**config.mk**
```make
export PLATFORM = sky130hd
export DESIGN_NAME = sx_bus_frame_interface_core
export DESIGN_NICKNAME = d
export VERILOG_FILES = /design/src/sv/sxbf_pkg.sv /design/src/sv/sxbf_ram.sv /design/src/sv/sx_bus_frame_interface_core.sv
export SDC_FILE = /design/constraint.sdc
export NUM_CORES = 2
export LEC_CHECK = 0
export BUFFER_PORTS_ARGS = -buffer_cell sky130_fd_sc_hd__buf_2
export CAP_MARGIN = 20
export CORE_ASPECT_RATIO = 0.7
export CORE_MARGIN = 5
export CORE_UTILIZATION = 50
export CTS_BUF_LIST = sky130_fd_sc_hd__clkbuf_8
export CTS_CLUSTER_DIAMETER = 50
export DETAILED_ROUTE_END_ITERATION = 7
export PLACE_DENSITY = 0.66
export SYNTH_ARGS = -nofsm -noshare
export SYNTH_HDL_FRONTEND = slang
export SYNTH_SLANG_ARGS = --single-unit
```
**constraint.sdc**
```tcl
create_clock -name clk -period 7.6 [get_ports clk]
set_clock_uncertainty 0.2 [all_clocks]
set_input_delay 1.52 -clock clk [delete_from_list [all_inputs] [get_ports clk]]
set_output_delay 1.52 -clock clk [all_outputs]
set_load 0.01 [all_outputs]
```
**src/sv/sxbf_pkg.sv**
```systemverilog
// sxbf_pkg: types and fixed constants of the sx bus frame interface
// no dependencies; imported by sx_bus_frame_interface_core

package sxbf_pkg;

    // mirror geometry
    localparam int unsigned ADDRESSES       = 112;
    localparam int unsigned ADDR_W          = $clog2(ADDRESSES);
    localparam int unsigned BYTES_PER_FRAME = 7;
    localparam int unsigned ENTRY_W         = 9;

    // frame layout
    localparam int unsigned UNIT_BITS    = 12;
    localparam int unsigned SEP_LEN      = 3;
    localparam int unsigned ZEROS_NEEDED = 3;

    // stream widths
    localparam int unsigned IN_DATA_W  = 24;
    localparam int unsigned OUT_DATA_W = 16;

    // receive phase of the frame decoder
    typedef enum logic [1:0] {
        PH_SYNC = 2'd0,
        PH_PWR  = 2'd1,
        PH_ADDR = 2'd2,
        PH_DATA = 2'd3
    } phase_t;

    // request kinds carried in tuser
    typedef enum logic [1:0] {
        REQ_CLK   = 2'd0,
        REQ_READ  = 2'd1,
        REQ_WRITE = 2'd2,
        REQ_POWER = 2'd3
    } req_t;

    // drive codes for the next bit slot
    localparam logic [1:0] DRV_LOW      = 2'd0;
    localparam logic [1:0] DRV_HIGH     = 2'd1;
    localparam logic [1:0] DRV_RELEASED = 2'd2;

    // power request register value when nothing is queued
    localparam logic [1:0] POWER_NONE = 2'd2;

endpackage

```
**src/sv/sxbf_ram.sv**
```systemverilog
// sxbf_ram: generic synchronous ram, one write port and two registered read ports
// no dependencies

module sxbf_ram #(
    parameter int unsigned WIDTH = 9,
    parameter int unsigned DEPTH = 112
) (
    input  logic                     clk,
    input  logic                     we,
    input  logic [$clog2(DEPTH)-1:0] waddr,
    input  logic [WIDTH-1:0]         wdata,
    input  logic [$clog2(DEPTH)-1:0] raddr_a,
    output logic [WIDTH-1:0]         rdata_a,
    input  logic [$clog2(DEPTH)-1:0] raddr_b,
    output logic [WIDTH-1:0]         rdata_b
);

    logic [WIDTH-1:0] mem [DEPTH];

    // write port
    always_ff @(posedge clk)
    begin
        if (we)
        begin
            mem[waddr] <= wdata;
        end
    end

    // registered read ports
    always_ff @(posedge clk)
    begin
        rdata_a <= mem[raddr_a];
        rdata_b <= mem[raddr_b];
    end

endmodule

```
**src/sv/sx_bus_frame_interface_core.sv**
```systemverilog
// sx_bus_frame_interface_core: sx bus frame decoder, transmitter and 112-byte mirror
// depends on sxbf_pkg and sxbf_ram
//
// Each transfer on the input stream is one bus clock edge (with the sampled data
// bit), a host read, a host write or a power request, and gives exactly one
// result transfer. The mirror of the 112 bus addresses sits in a RAM with one
// write port and two registered read ports; a per-entry valid flag makes
// entries read as zero until written, so no clearing pass is needed after
// reset. An item is read from the mirror in the cycle it is accepted and
// completed (state update, write back, result) in the next. At the end of a
// data unit whose following byte is pending a second mirror write is needed
// to clear that pending flag, which holds off the next item because the RAM
// has a single write port. The result register is freed at the edge its
// transfer completes, so the next item can be accepted at that same edge; a
// result that is not taken holds the input.

module sx_bus_frame_interface_core (
    input  logic                               clk,
    input  logic                               rst_n,
    input  logic                               s_axis_tvalid,
    output logic                               s_axis_tready,
    // bus_bit[0], address[8:1], write_data[16:9], power_value[17], zero fill
    input  logic [sxbf_pkg::IN_DATA_W-1:0]     s_axis_tdata,
    // req_type[1:0]
    input  logic [1:0]                         s_axis_tuser,
    output logic                               m_axis_tvalid,
    input  logic                               m_axis_tready,
    // drive[1:0], read_data[9:2], write_pending[10], status[11],
    // bus_power[12], frame_zero[13], zero fill
    output logic [sxbf_pkg::OUT_DATA_W-1:0]    m_axis_tdata
);

    import sxbf_pkg::*;

    localparam logic [ADDR_W:0] ADDR_LIMIT = (ADDR_W+1)'(ADDRESSES);

    // host address to mirror slot: (15 - a%16)*7 + 6 - a/16
    function automatic logic [ADDR_W-1:0] host_slot(input logic [7:0] a);
        logic [ADDR_W-1:0] row;
        row = {3'b000, ~a[3:0]};
        return (row << 3) - row + ADDR_W'(6) - {4'b0000, a[6:4]};
    endfunction

    // first slot of a frame: frame_number * 7
    function automatic logic [ADDR_W-1:0] frame_slot(input logic [3:0] fn);
        return {fn, 3'b000} - {3'b000, fn};
    endfunction

    // ------------------------------------------------------------------
    // decoder state
    phase_t                  phase_reg, phase_next;
    logic [1:0]              zero_count_reg, zero_count_next;
    logic [1:0]              sep_count_reg, sep_count_next;
    logic [3:0]              bit_count_reg, bit_count_next;
    logic [3:0]              frame_number_reg, frame_number_next;
    logic [ADDR_W-1:0]       slot_index_reg, slot_index_next;
    logic [2:0]              bytes_left_reg, bytes_left_next;
    logic [7:0]              rx_shift_reg, rx_shift_next;
    logic [7:0]              tx_shift_reg, tx_shift_next;
    logic                    tx_active_reg, tx_active_next;
    logic [1:0]              power_request_reg, power_request_next;
    logic                    power_seen_reg, power_seen_next;

    // completion stage
    logic                    s2_valid_reg;
    req_t                    s2_req_reg;
    logic                    s2_bit_reg;
    logic [7:0]              s2_addr_reg;
    logic [7:0]              s2_wdata_reg;
    logic                    s2_pwr_reg;
    logic [ADDR_W-1:0]       s2_slot_a_reg;
    logic [ADDR_W-1:0]       s2_slot_b_reg;

    // deferred pending-clear write
    logic                    defer_valid_reg, defer_valid_next;
    logic [ADDR_W-1:0]       defer_addr_reg, defer_addr_next;
    logic [7:0]              defer_data_reg, defer_data_next;

    // result register
    logic                    m_valid_reg;
    logic [OUT_DATA_W-1:0]   m_data_reg;

    // mirror valid flags
    logic [ADDRESSES-1:0]    valid_reg;

    // input fields
    req_t                    in_req;
    logic                    in_bit;
    logic [7:0]              in_addr;
    logic [7:0]              in_wdata;
    logic                    in_pwr;
    logic                    accept;

    // mirror ports
    logic [ADDR_W-1:0]       rd_slot_a;
    logic [ADDR_W-1:0]       rd_slot_b;
    logic [ENTRY_W-1:0]      rdata_a;
    logic [ENTRY_W-1:0]      rdata_b;
    logic                    s2_we;
    logic [ADDR_W-1:0]       s2_waddr;
    logic [ENTRY_W-1:0]      s2_wdata;
    logic                    ram_we;
    logic [ADDR_W-1:0]       ram_waddr;
    logic [ENTRY_W-1:0]      ram_wdata;

    // result fields
    logic [1:0]              res_drive;
    logic [7:0]              res_read_data;
    logic                    res_pending;
    logic                    res_status;
    logic                    res_frame_zero;

    // ------------------------------------------------------------------
    // input unpacking and handshake
    assign in_req   = req_t'(s_axis_tuser);
    assign in_bit   = s_axis_tdata[0];
    assign in_addr  = s_axis_tdata[8:1];
    assign in_wdata = s_axis_tdata[16:9];
    assign in_pwr   = s_axis_tdata[17];

    assign s_axis_tready = !s2_valid_reg && !defer_valid_reg
                           && (!m_valid_reg || m_axis_tready);
    assign accept = s_axis_tvalid && s_axis_tready;

    // mirror read addresses for the item being accepted
    always_comb
    begin
        logic [3:0] fn_pred;
        fn_pred = (sep_count_reg != 2'd1) ? {frame_number_reg[2:0], in_bit}
                                          : frame_number_reg;
        if (in_req != REQ_CLK)
        begin
            rd_slot_a = host_slot(in_addr);
        end
        else if (phase_reg == PH_ADDR)
        begin
            rd_slot_a = frame_slot(fn_pred);
        end
        else
        begin
            rd_slot_a = slot_index_reg;
        end
        rd_slot_b = slot_index_reg + ADDR_W'(1);
    end

    // mirror memory
    assign ram_we    = s2_we || defer_valid_reg;
    assign ram_waddr = defer_valid_reg ? defer_addr_reg : s2_waddr;
    assign ram_wdata = defer_valid_reg ? {1'b0, defer_data_reg} : s2_wdata;

    sxbf_ram #(
        .WIDTH (ENTRY_W),
        .DEPTH (ADDRESSES)
    ) u_mirror (
        .clk     (clk),
        .we      (ram_we),
        .waddr   (ram_waddr),
        .wdata   (ram_wdata),
        .raddr_a (rd_slot_a),
        .rdata_a (rdata_a),
        .raddr_b (rd_slot_b),
        .rdata_b (rdata_b)
    );

    // ------------------------------------------------------------------
    // completion: frame decoder, transmitter and host access
    always_comb
    begin
        logic [ENTRY_W-1:0] ea;
        logic [ENTRY_W-1:0] eb;
        logic [1:0]         sep_dec;
        logic [3:0]         bc_dec;
        logic [3:0]         fn_shift;
        logic [2:0]         bl_dec;
        logic [ADDR_W-1:0]  slot_inc;
        logic [ADDR_W-1:0]  load_slot;
        logic               tx_act_w;
        logic [7:0]         txs_w;

        ea = ({1'b0, s2_slot_a_reg} < ADDR_LIMIT && valid_reg[s2_slot_a_reg])
             ? rdata_a : '0;
        eb = ({1'b0, s2_slot_b_reg} < ADDR_LIMIT && valid_reg[s2_slot_b_reg])
             ? rdata_b : '0;
        sep_dec   = sep_count_reg - 2'd1;
        bc_dec    = bit_count_reg - 4'd1;
        fn_shift  = {frame_number_reg[2:0], s2_bit_reg};
        bl_dec    = bytes_left_reg - 3'd1;
        slot_inc  = slot_index_reg + ADDR_W'(1);
        load_slot = frame_slot(frame_number_reg);
        tx_act_w  = tx_active_reg;
        txs_w     = tx_shift_reg;

        phase_next         = phase_reg;
        zero_count_next    = zero_count_reg;
        sep_count_next     = sep_count_reg;
        bit_count_next     = bit_count_reg;
        frame_number_next  = frame_number_reg;
        slot_index_next    = slot_index_reg;
        bytes_left_next    = bytes_left_reg;
        rx_shift_next      = rx_shift_reg;
        tx_shift_next      = tx_shift_reg;
        tx_active_next     = tx_active_reg;
        power_request_next = power_request_reg;
        power_seen_next    = power_seen_reg;
        defer_valid_next   = 1'b0;
        defer_addr_next    = defer_addr_reg;
        defer_data_next    = defer_data_reg;

        s2_we          = 1'b0;
        s2_waddr       = s2_slot_a_reg;
        s2_wdata       = '0;
        res_drive      = DRV_RELEASED;
        res_read_data  = 8'h00;
        res_pending    = 1'b0;
        res_status     = 1'b0;
        res_frame_zero = 1'b0;

        if (s2_valid_reg)
        begin
            unique case (s2_req_reg)
                REQ_CLK:
                begin
                    unique case (phase_reg)
                        PH_SYNC:
                        begin
                            if (!s2_bit_reg)
                            begin
                                if (zero_count_reg != 2'd0)
                                begin
                                    zero_count_next = zero_count_reg - 2'd1;
                                end
                            end
                            else if (zero_count_reg == 2'd0)
                            begin
                                phase_next     = PH_PWR;
                                sep_count_next = 2'(SEP_LEN - 1);
                                if (power_request_reg != POWER_NONE)
                                begin
                                    res_drive          = power_request_reg;
                                    power_request_next = POWER_NONE;
                                end
                            end
                            else
                            begin
                                zero_count_next = 2'(ZEROS_NEEDED);
                            end
                        end
                        PH_PWR:
                        begin
                            if (sep_dec == 2'd0)
                            begin
                                phase_next        = PH_ADDR;
                                bit_count_next    = 4'(UNIT_BITS / 2);
                                sep_count_next    = 2'(SEP_LEN);
                                frame_number_next = 4'd0;
                            end
                            else
                            begin
                                sep_count_next  = sep_dec;
                                power_seen_next = s2_bit_reg;
                            end
                        end
                        PH_ADDR:
                        begin
                            if (sep_dec == 2'd0)
                            begin
                                sep_count_next = 2'(SEP_LEN);
                            end
                            else
                            begin
                                sep_count_next    = sep_dec;
                                frame_number_next = fn_shift;
                                if (bit_count_reg == 4'd2 && fn_shift == 4'd0)
                                begin
                                    res_frame_zero = 1'b1;
                                end
                            end
                            bit_count_next = bc_dec;
                            if (bc_dec == 4'd0)
                            begin
                                load_slot       = frame_slot(frame_number_next);
                                slot_index_next = load_slot;
                                phase_next      = PH_DATA;
                                bit_count_next  = 4'(UNIT_BITS);
                                tx_active_next  = ea[8];
                                // first byte of the frame goes out if pending
                                if (ea[8])
                                begin
                                    s2_we         = 1'b1;
                                    s2_waddr      = load_slot;
                                    s2_wdata      = {1'b0, ea[7:0]};
                                    res_drive     = {1'b0, ea[0]};
                                    tx_shift_next = {1'b0, ea[7:1]};
                                end
                            end
                        end
                        PH_DATA:
                        begin
                            sep_count_next = (sep_dec == 2'd0) ? 2'(SEP_LEN) : sep_dec;
                            if (sep_dec != 2'd0)
                            begin
                                rx_shift_next = {s2_bit_reg, rx_shift_reg[7:1]};
                            end
                            bit_count_next = bc_dec;
                            if (bc_dec == 4'd0)
                            begin
                                // store the received byte unless a host write waits
                                if ({1'b0, slot_index_reg} < ADDR_LIMIT && !ea[8])
                                begin
                                    s2_we    = 1'b1;
                                    s2_waddr = slot_index_reg;
                                    s2_wdata = {1'b0, rx_shift_next};
                                end
                                bit_count_next  = 4'(UNIT_BITS);
                                slot_index_next = slot_inc;
                                bytes_left_next = bl_dec;
                                tx_act_w        = 1'b0;
                                if (bl_dec == 3'd0)
                                begin
                                    bytes_left_next = 3'(BYTES_PER_FRAME);
                                    phase_next      = PH_SYNC;
                                    zero_count_next = 2'(ZEROS_NEEDED);
                                end
                                else if ({1'b0, slot_inc} < ADDR_LIMIT && eb[8])
                                begin
                                    // next byte pending: take it, clear flag next cycle
                                    tx_act_w         = 1'b1;
                                    txs_w            = eb[7:0];
                                    defer_valid_next = 1'b1;
                                    defer_addr_next  = slot_inc;
                                    defer_data_next  = eb[7:0];
                                end
                            end
                            if (!(bc_dec == 4'd0 && bl_dec == 3'd0)
                                && sep_count_next != 2'd1 && tx_act_w)
                            begin
                                res_drive = {1'b0, txs_w[0]};
                                txs_w     = {1'b0, txs_w[7:1]};
                            end
                            tx_active_next = tx_act_w;
                            tx_shift_next  = txs_w;
                        end
                        default:
                        begin
                            phase_next = PH_SYNC;
                        end
                    endcase
                end
                REQ_POWER:
                begin
                    power_request_next = {1'b0, s2_pwr_reg};
                end
                REQ_READ, REQ_WRITE:
                begin
                    if ({1'b0, s2_addr_reg} >= {1'b0, ADDR_LIMIT})
                    begin
                        res_status = 1'b1;
                    end
                    else if (s2_req_reg == REQ_WRITE)
                    begin
                        s2_we         = 1'b1;
                        s2_waddr      = s2_slot_a_reg;
                        s2_wdata      = {1'b1, s2_wdata_reg};
                        res_read_data = s2_wdata_reg;
                        res_pending   = 1'b1;
                    end
                    else
                    begin
                        res_read_data = ea[7:0];
                        res_pending   = ea[8];
                    end
                end
                default:
                begin
                    res_status = 1'b0;
                end
            endcase
        end
    end

    // ------------------------------------------------------------------
    // state registers
    always_ff @(posedge clk or negedge rst_n)
    begin
        if (!rst_n)
        begin
            phase_reg         <= PH_SYNC;
            zero_count_reg    <= 2'(ZEROS_NEEDED);
            sep_count_reg     <= 2'(SEP_LEN);
            bit_count_reg     <= 4'd3;
            frame_number_reg  <= 4'd0;
            slot_index_reg    <= '0;
            bytes_left_reg    <= 3'(BYTES_PER_FRAME);
            rx_shift_reg      <= 8'h00;
            tx_shift_reg      <= 8'h00;
            tx_active_reg     <= 1'b0;
            power_request_reg <= POWER_NONE;
            power_seen_reg    <= 1'b0;
            defer_valid_reg   <= 1'b0;
        end
        else
        begin
            phase_reg         <= phase_next;
            zero_count_reg    <= zero_count_next;
            sep_count_reg     <= sep_count_next;
            bit_count_reg     <= bit_count_next;
            frame_number_reg  <= frame_number_next;
            slot_index_reg    <= slot_index_next;
            bytes_left_reg    <= bytes_left_next;
            rx_shift_reg      <= rx_shift_next;
            tx_shift_reg      <= tx_shift_next;
            tx_active_reg     <= tx_active_next;
            power_request_reg <= power_request_next;
            power_seen_reg    <= power_seen_next;
            defer_valid_reg   <= defer_valid_next;
        end
    end

    // deferred write payload
    always_ff @(posedge clk)
    begin
        defer_addr_reg <= defer_addr_next;
        defer_data_reg <= defer_data_next;
    end

    // mirror valid flags, set by any write
    always_ff @(posedge clk or negedge rst_n)
    begin
        if (!rst_n)
        begin
            valid_reg <= '0;
        end
        else if (ram_we)
        begin
            valid_reg[ram_waddr] <= 1'b1;
        end
    end

    // completion stage capture
    always_ff @(posedge clk or negedge rst_n)
    begin
        if (!rst_n)
        begin
            s2_valid_reg <= 1'b0;
        end
        else
        begin
            s2_valid_reg <= accept;
        end
    end

    always_ff @(posedge clk)
    begin
        if (accept)
        begin
            s2_req_reg    <= in_req;
            s2_bit_reg    <= in_bit;
            s2_addr_reg   <= in_addr;
            s2_wdata_reg  <= in_wdata;
            s2_pwr_reg    <= in_pwr;
            s2_slot_a_reg <= rd_slot_a;
            s2_slot_b_reg <= rd_slot_b;
        end
    end

    // result register
    always_ff @(posedge clk or negedge rst_n)
    begin
        if (!rst_n)
        begin
            m_valid_reg <= 1'b0;
        end
        else if (s2_valid_reg)
        begin
            m_valid_reg <= 1'b1;
        end
        else if (m_axis_tready)
        begin
            m_valid_reg <= 1'b0;
        end
    end

    always_ff @(posedge clk)
    begin
        if (s2_valid_reg)
        begin
            m_data_reg <= {2'b00, res_frame_zero, power_seen_next, res_status,
                           res_pending, res_read_data, res_drive};
        end
    end

    assign m_axis_tvalid = m_valid_reg;
    assign m_axis_tdata  = m_data_reg;

    // ------------------------------------------------------------------
    // checks
    a_defer_after_stage: assert property (@(posedge clk) disable iff (!rst_n)
        defer_valid_reg |-> $past(s2_valid_reg))
        else $error("deferred mirror write without a completing item");

    a_no_accept_busy: assert property (@(posedge clk) disable iff (!rst_n)
        (s2_valid_reg || defer_valid_reg) |-> !s_axis_tready)
        else $error("item accepted while mirror access in flight");

    a_result_follows: assert property (@(posedge clk) disable iff (!rst_n)
        s2_valid_reg |=> m_axis_tvalid)
        else $error("completed item did not produce a result transfer");

    a_stage_room: assert property (@(posedge clk) disable iff (!rst_n)
        s2_valid_reg |-> (!m_valid_reg || $past(m_axis_tready)))
        else $error("result register overwritten before transfer");

    a_power_code: assert property (@(posedge clk) disable iff (!rst_n)
        power_request_reg != 2'd3)
        else $error("power request register holds an unused code");

endmodule

```
; Word-level counts from Yosys, hierarchy flattened
; Memories as Yosys holds them, arrays and structs flattened. A register that Yosys moved wholly into a read port is not among the register bits.
; Index checks and enable logic that the tools add are counted.
[word_totals]
reg_bits = 222
ramBits = 1008
elab_cells = 243
memories = 1
[mem_list]
columns = name, depth, width, rd, rd_ports_with_merged_regs, wr, line
row1 = u_mirror.mem, 112, 9, 2, 2, 1, sxbf_ram.sv:18  ; logic [WIDTH-1:0] mem [DEPTH];
[classes]
add_sub_neg = 10
magnitude_cmp = 9
n_eq_ne = 23
n_mux = 112
bitwise = 6
reduce_logical = 52
[op_table]
columns = operator, n
row1 = $or 112x112->112, 1
row2 = $mux 8, 12
row3 = $mux 7, 11
row4 = $mux 9, 6
row5 = $mux 2, 24
row6 = $mux 1, 32
row7 = $mux 4, 8
row8 = $pmux 8 s2, 2
row9 = $lt 7x7->1 const B, 4
row10 = $pmux 7 s2, 2
row11 = $lt 7x8->1 const B, 3
row12 = $sub 7x4->7, 3
row13 = $ne 2x2->1 const B, 10
row14 = $reduce_and 4->1, 5
row15 = $pmux 9 s2, 1
row16 = $reduce_bool 2->1, 9
row17 = $pmux 4 s2, 2
row18 = $bmux 1 s7, 2
row19 = $logic_and 1x1->1, 12
row20 = $pmux 2 s2, 3
row21 = $reduce_and 6->1, 2
row22 = $reduce_and 5->1, 2
row23 = $eq 2x2->1 const B, 4
row24 = $ge 8x7->1 const B, 1
row25 = 28 further kinds, 51

; Logic depth before layout (Yosys ltp)
[depth]
ltp_word = 18
mapped_depth = 19
depth_no_buf = 16

; Hierarchy
; Synthesis repeated with hierarchy kept, for this count alone.
[unflattened]
cells_unflattened = 3491
area_unflattened_um2 = 60062.6
[modules_own_cells]
columns = mod, instances, cells_each, area_per_inst_um2, seq_area_each_um2
row1 = sxbf_ram, 1, 2467, 47844.6, 30629.4
row2 = sx_bus_frame_interface_core, 1, 1024, 12218.0, 5763.0

; Least setup slack after synthesis
; Ideal clock, no wire load.
[synth_timing]
path_type = register -> register
startpoint = register s2_slot_a_reg[0]
endpoint = memory u_mirror.mem[0][0], data pin
setup_ns = 1.073
arrival_ns = 7.105
setup_slack_ns = -0.778
path_stages_with_launch = 16
path_buffers = 5
period_less_slack_ns = 8.378
cell_sequence = edfxtp_1 > buf_6 > buf_12 > buf_12 > mux4_2 > mux2i_1 > mux2i_1 > a2111oi_4 > a221o_1 > buf_6 > and2_4 > buf_6 > nand2_1 > o21ai_0 > a22oi_1 > o21ai_0
[synth_via]
elab_chain_cells = 12
word_cells_on_any_way = 15
classes_between = 1 x order compare / 11 x mux / 3 x reduce/logical
[synth_rtl]
columns = element, line
row1 = "start, declared", sx_bus_frame_interface_core.sv:71  ; logic [ADDR_W-1:0] s2_slot_a_reg;
row2 = "start signal, assigned", sx_bus_frame_interface_core.sv:461  ; s2_slot_a_reg <= rd_slot_a;
row3 = $bmux 1 s7, sx_bus_frame_interface_core.sv:180  ; ea = ({1'b0, s2_slot_a_reg} < ADDR_LIMIT && valid_reg[s2_slot_a_reg])
row4 = $mux 1 (implied by the code), sx_bus_frame_interface_core.sv:180
row5 = $logic_and 1x1->1 *, sx_bus_frame_interface_core.sv:180
row6 = $mux 9 *, sx_bus_frame_interface_core.sv:181  ; ? rdata_a : '0;
row7 = $logic_not 1->1, sx_bus_frame_interface_core.sv:308  ; if ({1'b0, slot_index_reg} < ADDR_LIMIT && !ea[8])
row8 = $logic_and 1x1->1, sx_bus_frame_interface_core.sv:308
row9 = $mux 8, sx_bus_frame_interface_core.sv:308
row10 = $mux 8, sx_bus_frame_interface_core.sv:305  ; if (bc_dec == 4'd0)
row11 = $pmux 8 s2 *, sx_bus_frame_interface_core.sv:223  ; unique case (phase_reg)
row12 = $pmux 9 s2 *, sx_bus_frame_interface_core.sv:220  ; unique case (s2_req_reg)
row13 = $mux 9 *, sx_bus_frame_interface_core.sv:218  ; if (s2_valid_reg)
row14 = $mux 9 *, sx_bus_frame_interface_core.sv:149  ; assign ram_wdata = defer_valid_reg ? {1'b0, defer_data_reg} : s2_wdata;
row15 = named net ram_wdata[0], sx_bus_frame_interface_core.sv:104  ; logic [ENTRY_W-1:0] ram_wdata;
row16 = "end, declared", sxbf_ram.sv:18
; Mark *: on every way through the listed nets, which the timed path passes. The rest lies on a longest branch. The select of a mux whose other input is x is not followed.

; Worst setup path in the final report
[layout_timing]
startpoint = register s2_slot_a_reg[1]
endpoint = memory u_mirror.mem[86][8], enable pin
[layout_via]
elab_chain_cells = 14
word_cells_on_any_way = 25
classes_between = 1 x order compare / 20 x mux / 4 x reduce/logical
[layout_rtl]
columns = element, line
row1 = $bmux 1 s7, sx_bus_frame_interface_core.sv:180
row2 = $mux 1 (implied by the code), sx_bus_frame_interface_core.sv:180
row3 = $logic_and 1x1->1, sx_bus_frame_interface_core.sv:180
row4 = $mux 9, sx_bus_frame_interface_core.sv:181
row5 = $logic_not 1->1, sx_bus_frame_interface_core.sv:308
row6 = $logic_and 1x1->1, sx_bus_frame_interface_core.sv:308
row7 = $mux 1, sx_bus_frame_interface_core.sv:308
row8 = $mux 1, sx_bus_frame_interface_core.sv:305
row9 = $pmux 1 s2, sx_bus_frame_interface_core.sv:223
row10 = $pmux 1 s2, sx_bus_frame_interface_core.sv:220
row11 = $mux 1, sx_bus_frame_interface_core.sv:218
row12 = $logic_or 1x1->1, sx_bus_frame_interface_core.sv:147  ; assign ram_we = s2_we || defer_valid_reg;
row13 = $mux 1, sxbf_ram.sv:23  ; if (we)
row14 = $mux 1 (implied by the code), sxbf_ram.sv:25  ; mem[waddr] <= wdata;
; Parallel ways exist; a longest one is shown, timed or not. The select of a mux whose other input is x is not followed.

==> qor.csv <==
metric;value;unit
Post-DP Area;0.0644;mm2
P per Cell Area;237;mW/mm2
Tot Pwr;16.1;mW
area leader, netlist;edfxtp_1;
Seq/Total Area, Yosys;59.3;%
crit path cell chain;nor2b_1, a22oi_1, and3_1, a2111oi_4, a22oi_2, a31oi_2, a2bb2oi_1, o31a_2, or4_1, nor2_1, buf_4;
Die Area;0.130;mm2
Max IR drop VDD;0.000199;V
run status;finished, final reports clean;
antenna-violating nets left;0;
post-DR wirelength/cell;30.4;um
first-pass GRT wire length;277000;um
Critical Path AT;6.94;ns
GRT Residual Overflow;0;
Worst Path Buf+Inv;1;
critical path's largest stage delay;1.06;ns
H-tree depth;4;
final core utilization;55.7;%
Fin Setup TNS;0;ns
max-slew violations;0;
DIE WIDTH;429;um
ys async rst share;12.8;%
fmax;0.153;GHz
Post-Synthesis Cells;4421;
Post-CTS Resized;0;
CTS sink cnt;1244;
dominant synthesized flop cell;edfxtp_1;
Synth warnings;0;
post-synthesis instance area;0.0614;mm2
Required @ worst endpoint;8.00;ns
critical path class;register to register;
final hold vios;0;
Yosys reg bits;1244;
Synth area leaders;edfxtp_1 (52%), mux4_2 (13%), dfrtp_1 (6.1%);
Startpoint Class;register;
Final period util;86.1;%
RSZ-0062 raised after global routing;no;
largest net degree at the start of global routing;134;
Critical Path End Type;register;
transition time of the tightest slew-check pin;1.16;ns
row count;107;
count of cell types in the netlist;94;
Final #Nets;4551;
port bufs;39;
layout cells sized above 1;22.0;%
Core ar.;0.122;mm2
worst-case clock buffer depth;3;
initial core utilization;50.4;%
Vias;42600;
critical path peak fanout;31;
Yosys top cell area share;52.2;%
Max Cap Viol;0;
DRT Pass-1 Iters;6;
worst hold margin;0.288;ns
GRT Util Overall;28.9;%
Worst-Skew Late Latency;0.90;ns
Clk pin slew, worst setup/hold paths;0.07;ns
DRT Wirelength;191000;um
cts hold-fix bufs;0;
root buf cell;clkbuf_8;
vias in the first global route;40100;
Area Overhead vs Synth;10.5;%
mean post-synth cell area;13.9;um2
via/cell ratio;6.77;
GPL Wtd Cong;0.912;
CTS tree;yes;
max reg flops;1008;
Post-synth EDFFs;1067;
Rel. slew slack;22.0;%
cell family with most CP delay;simple AND/OR/NAND/NOR gates;
Leak Pwr;23.4;nW
antenna violations before repair;10;
Die Span Y;303;um
Slowest cell on crit path;edfxtp_1;
total setup buffers inserted after CTS;0;
Iteration-0 DRC Markers;6468;
clock buffer count from CTS;186;
Hold WC Path Type;register to register;
DR DRC count;0;
IO Pins;48;
design area;0.0679;mm2
# setup viols final;0;
Final min period;6.54;ns
HPWL Detailed;121000;um
report_power, final:
group	total (mW)	internal, mW	switching, mW
logic	3.17	0.990	2.18
clock network	5.27	2.59	2.69
registers	7.67	7.48	0.194
total	16.1	11.1	5.06
synth_stat cells (all sizes together), types with 66 or more instances:
master  instances
dfrtp         149
a211oi        266
edfxtp       1067
a21oi         112
mux2i          71
inv            66
o21bai         91
o21ai          79
nand2         570
mux4          368
and2          189
a311oi        216
buf           127
clkbuf        269
nor2          181
cells by family after synthesis:
kind of cell | count (synthesis) | synth area share [%]
simple gates | 1248 | 9.82
fa+ha+maj | 29 | 0.615
compound gates | 934 | 11.4
flops | 1244 | 59.3
buf+inv | 462 | 3.11
other cells | 1 | 0.00611
mux | 483 | 15.5
xor+xnor | 20 | 0.285
worst reg2reg max path, cell delays in order, from the launching register on:
cell and delay [ns]:
edfxtp_1 1.06, nor2b_1 0.55, a22oi_1 0.20, and3_1 0.23, a2111oi_4 0.42, a22oi_2 0.27, a31oi_2 0.82, a2bb2oi_1 0.16
o31a_2 0.38, or4_1 0.91, nor2_1 0.74, buf_4 0.29
stage by stage:
step | worst slack (ns) | std cells
after floorplan | 1.14 | 4422
after global placement | 1.41 | 5938
after detailed placement | 1.34 | 5939
after CTS | 1.32 | 6279
after global routing | 0.867 | 6280
final | 1.06 | 6282
layout make-up:
type                    instances  area (um2)
clock buffers                 202        2780
well taps                    1635        2050
diodes                          3        7.51
repair buffers                278        2240
clock inverters               138         724
inverters                      66         263
multi-input cells            2716       23400
flip-flops and latches       1244       36400
fillers                      9723       54000
worst paths after layout:
path                             startpoint             endpoint  slack [ns]  depth (start not counted)
min in group asynchronous             rst_n      rx_shift_reg[4]        0.47                          1
min                           valid_reg[68]        valid_reg[68]        0.29                          1
max                        s2_slot_a_reg[1]  u_mirror.mem[86][8]        1.06                         11
max in group asynchronous             rst_n        valid_reg[57]        5.14                          2
max reg2reg                s2_slot_a_reg[1]  u_mirror.mem[86][8]        1.06                         11
min reg2reg                   valid_reg[68]        valid_reg[68]        0.29                          1
layer usage:
layer	wire (um)	share of wire (%)	track usage, %
met5	66	0.035	0
met4	5630	2.9	9.60
met3	29300	15	11.3
met2	77400	41	38.8
met1	78400	41	43.1
layout by cell type, fill, tap and decap left out, types with 57 or more instances in the layout:
master    netlist  final
edfxtp_1     1067   1067
nand2_1       569    568
mux4_2        364    364
a211oi_1      266    266
buf_4           8    219
a311oi_1      216    216
clkbuf_8        0    202
and2_1        188    186
nor2_1        174    173
dfrtp_1       149    148
inv_1          63    140
a21oi_1       112    110
o21bai_1       85     85
mux2i_1        71     71
o21ai_0        78     70
and3_1         63     63
nand3_1        57     57
Power figures use the tool's default switching activity.
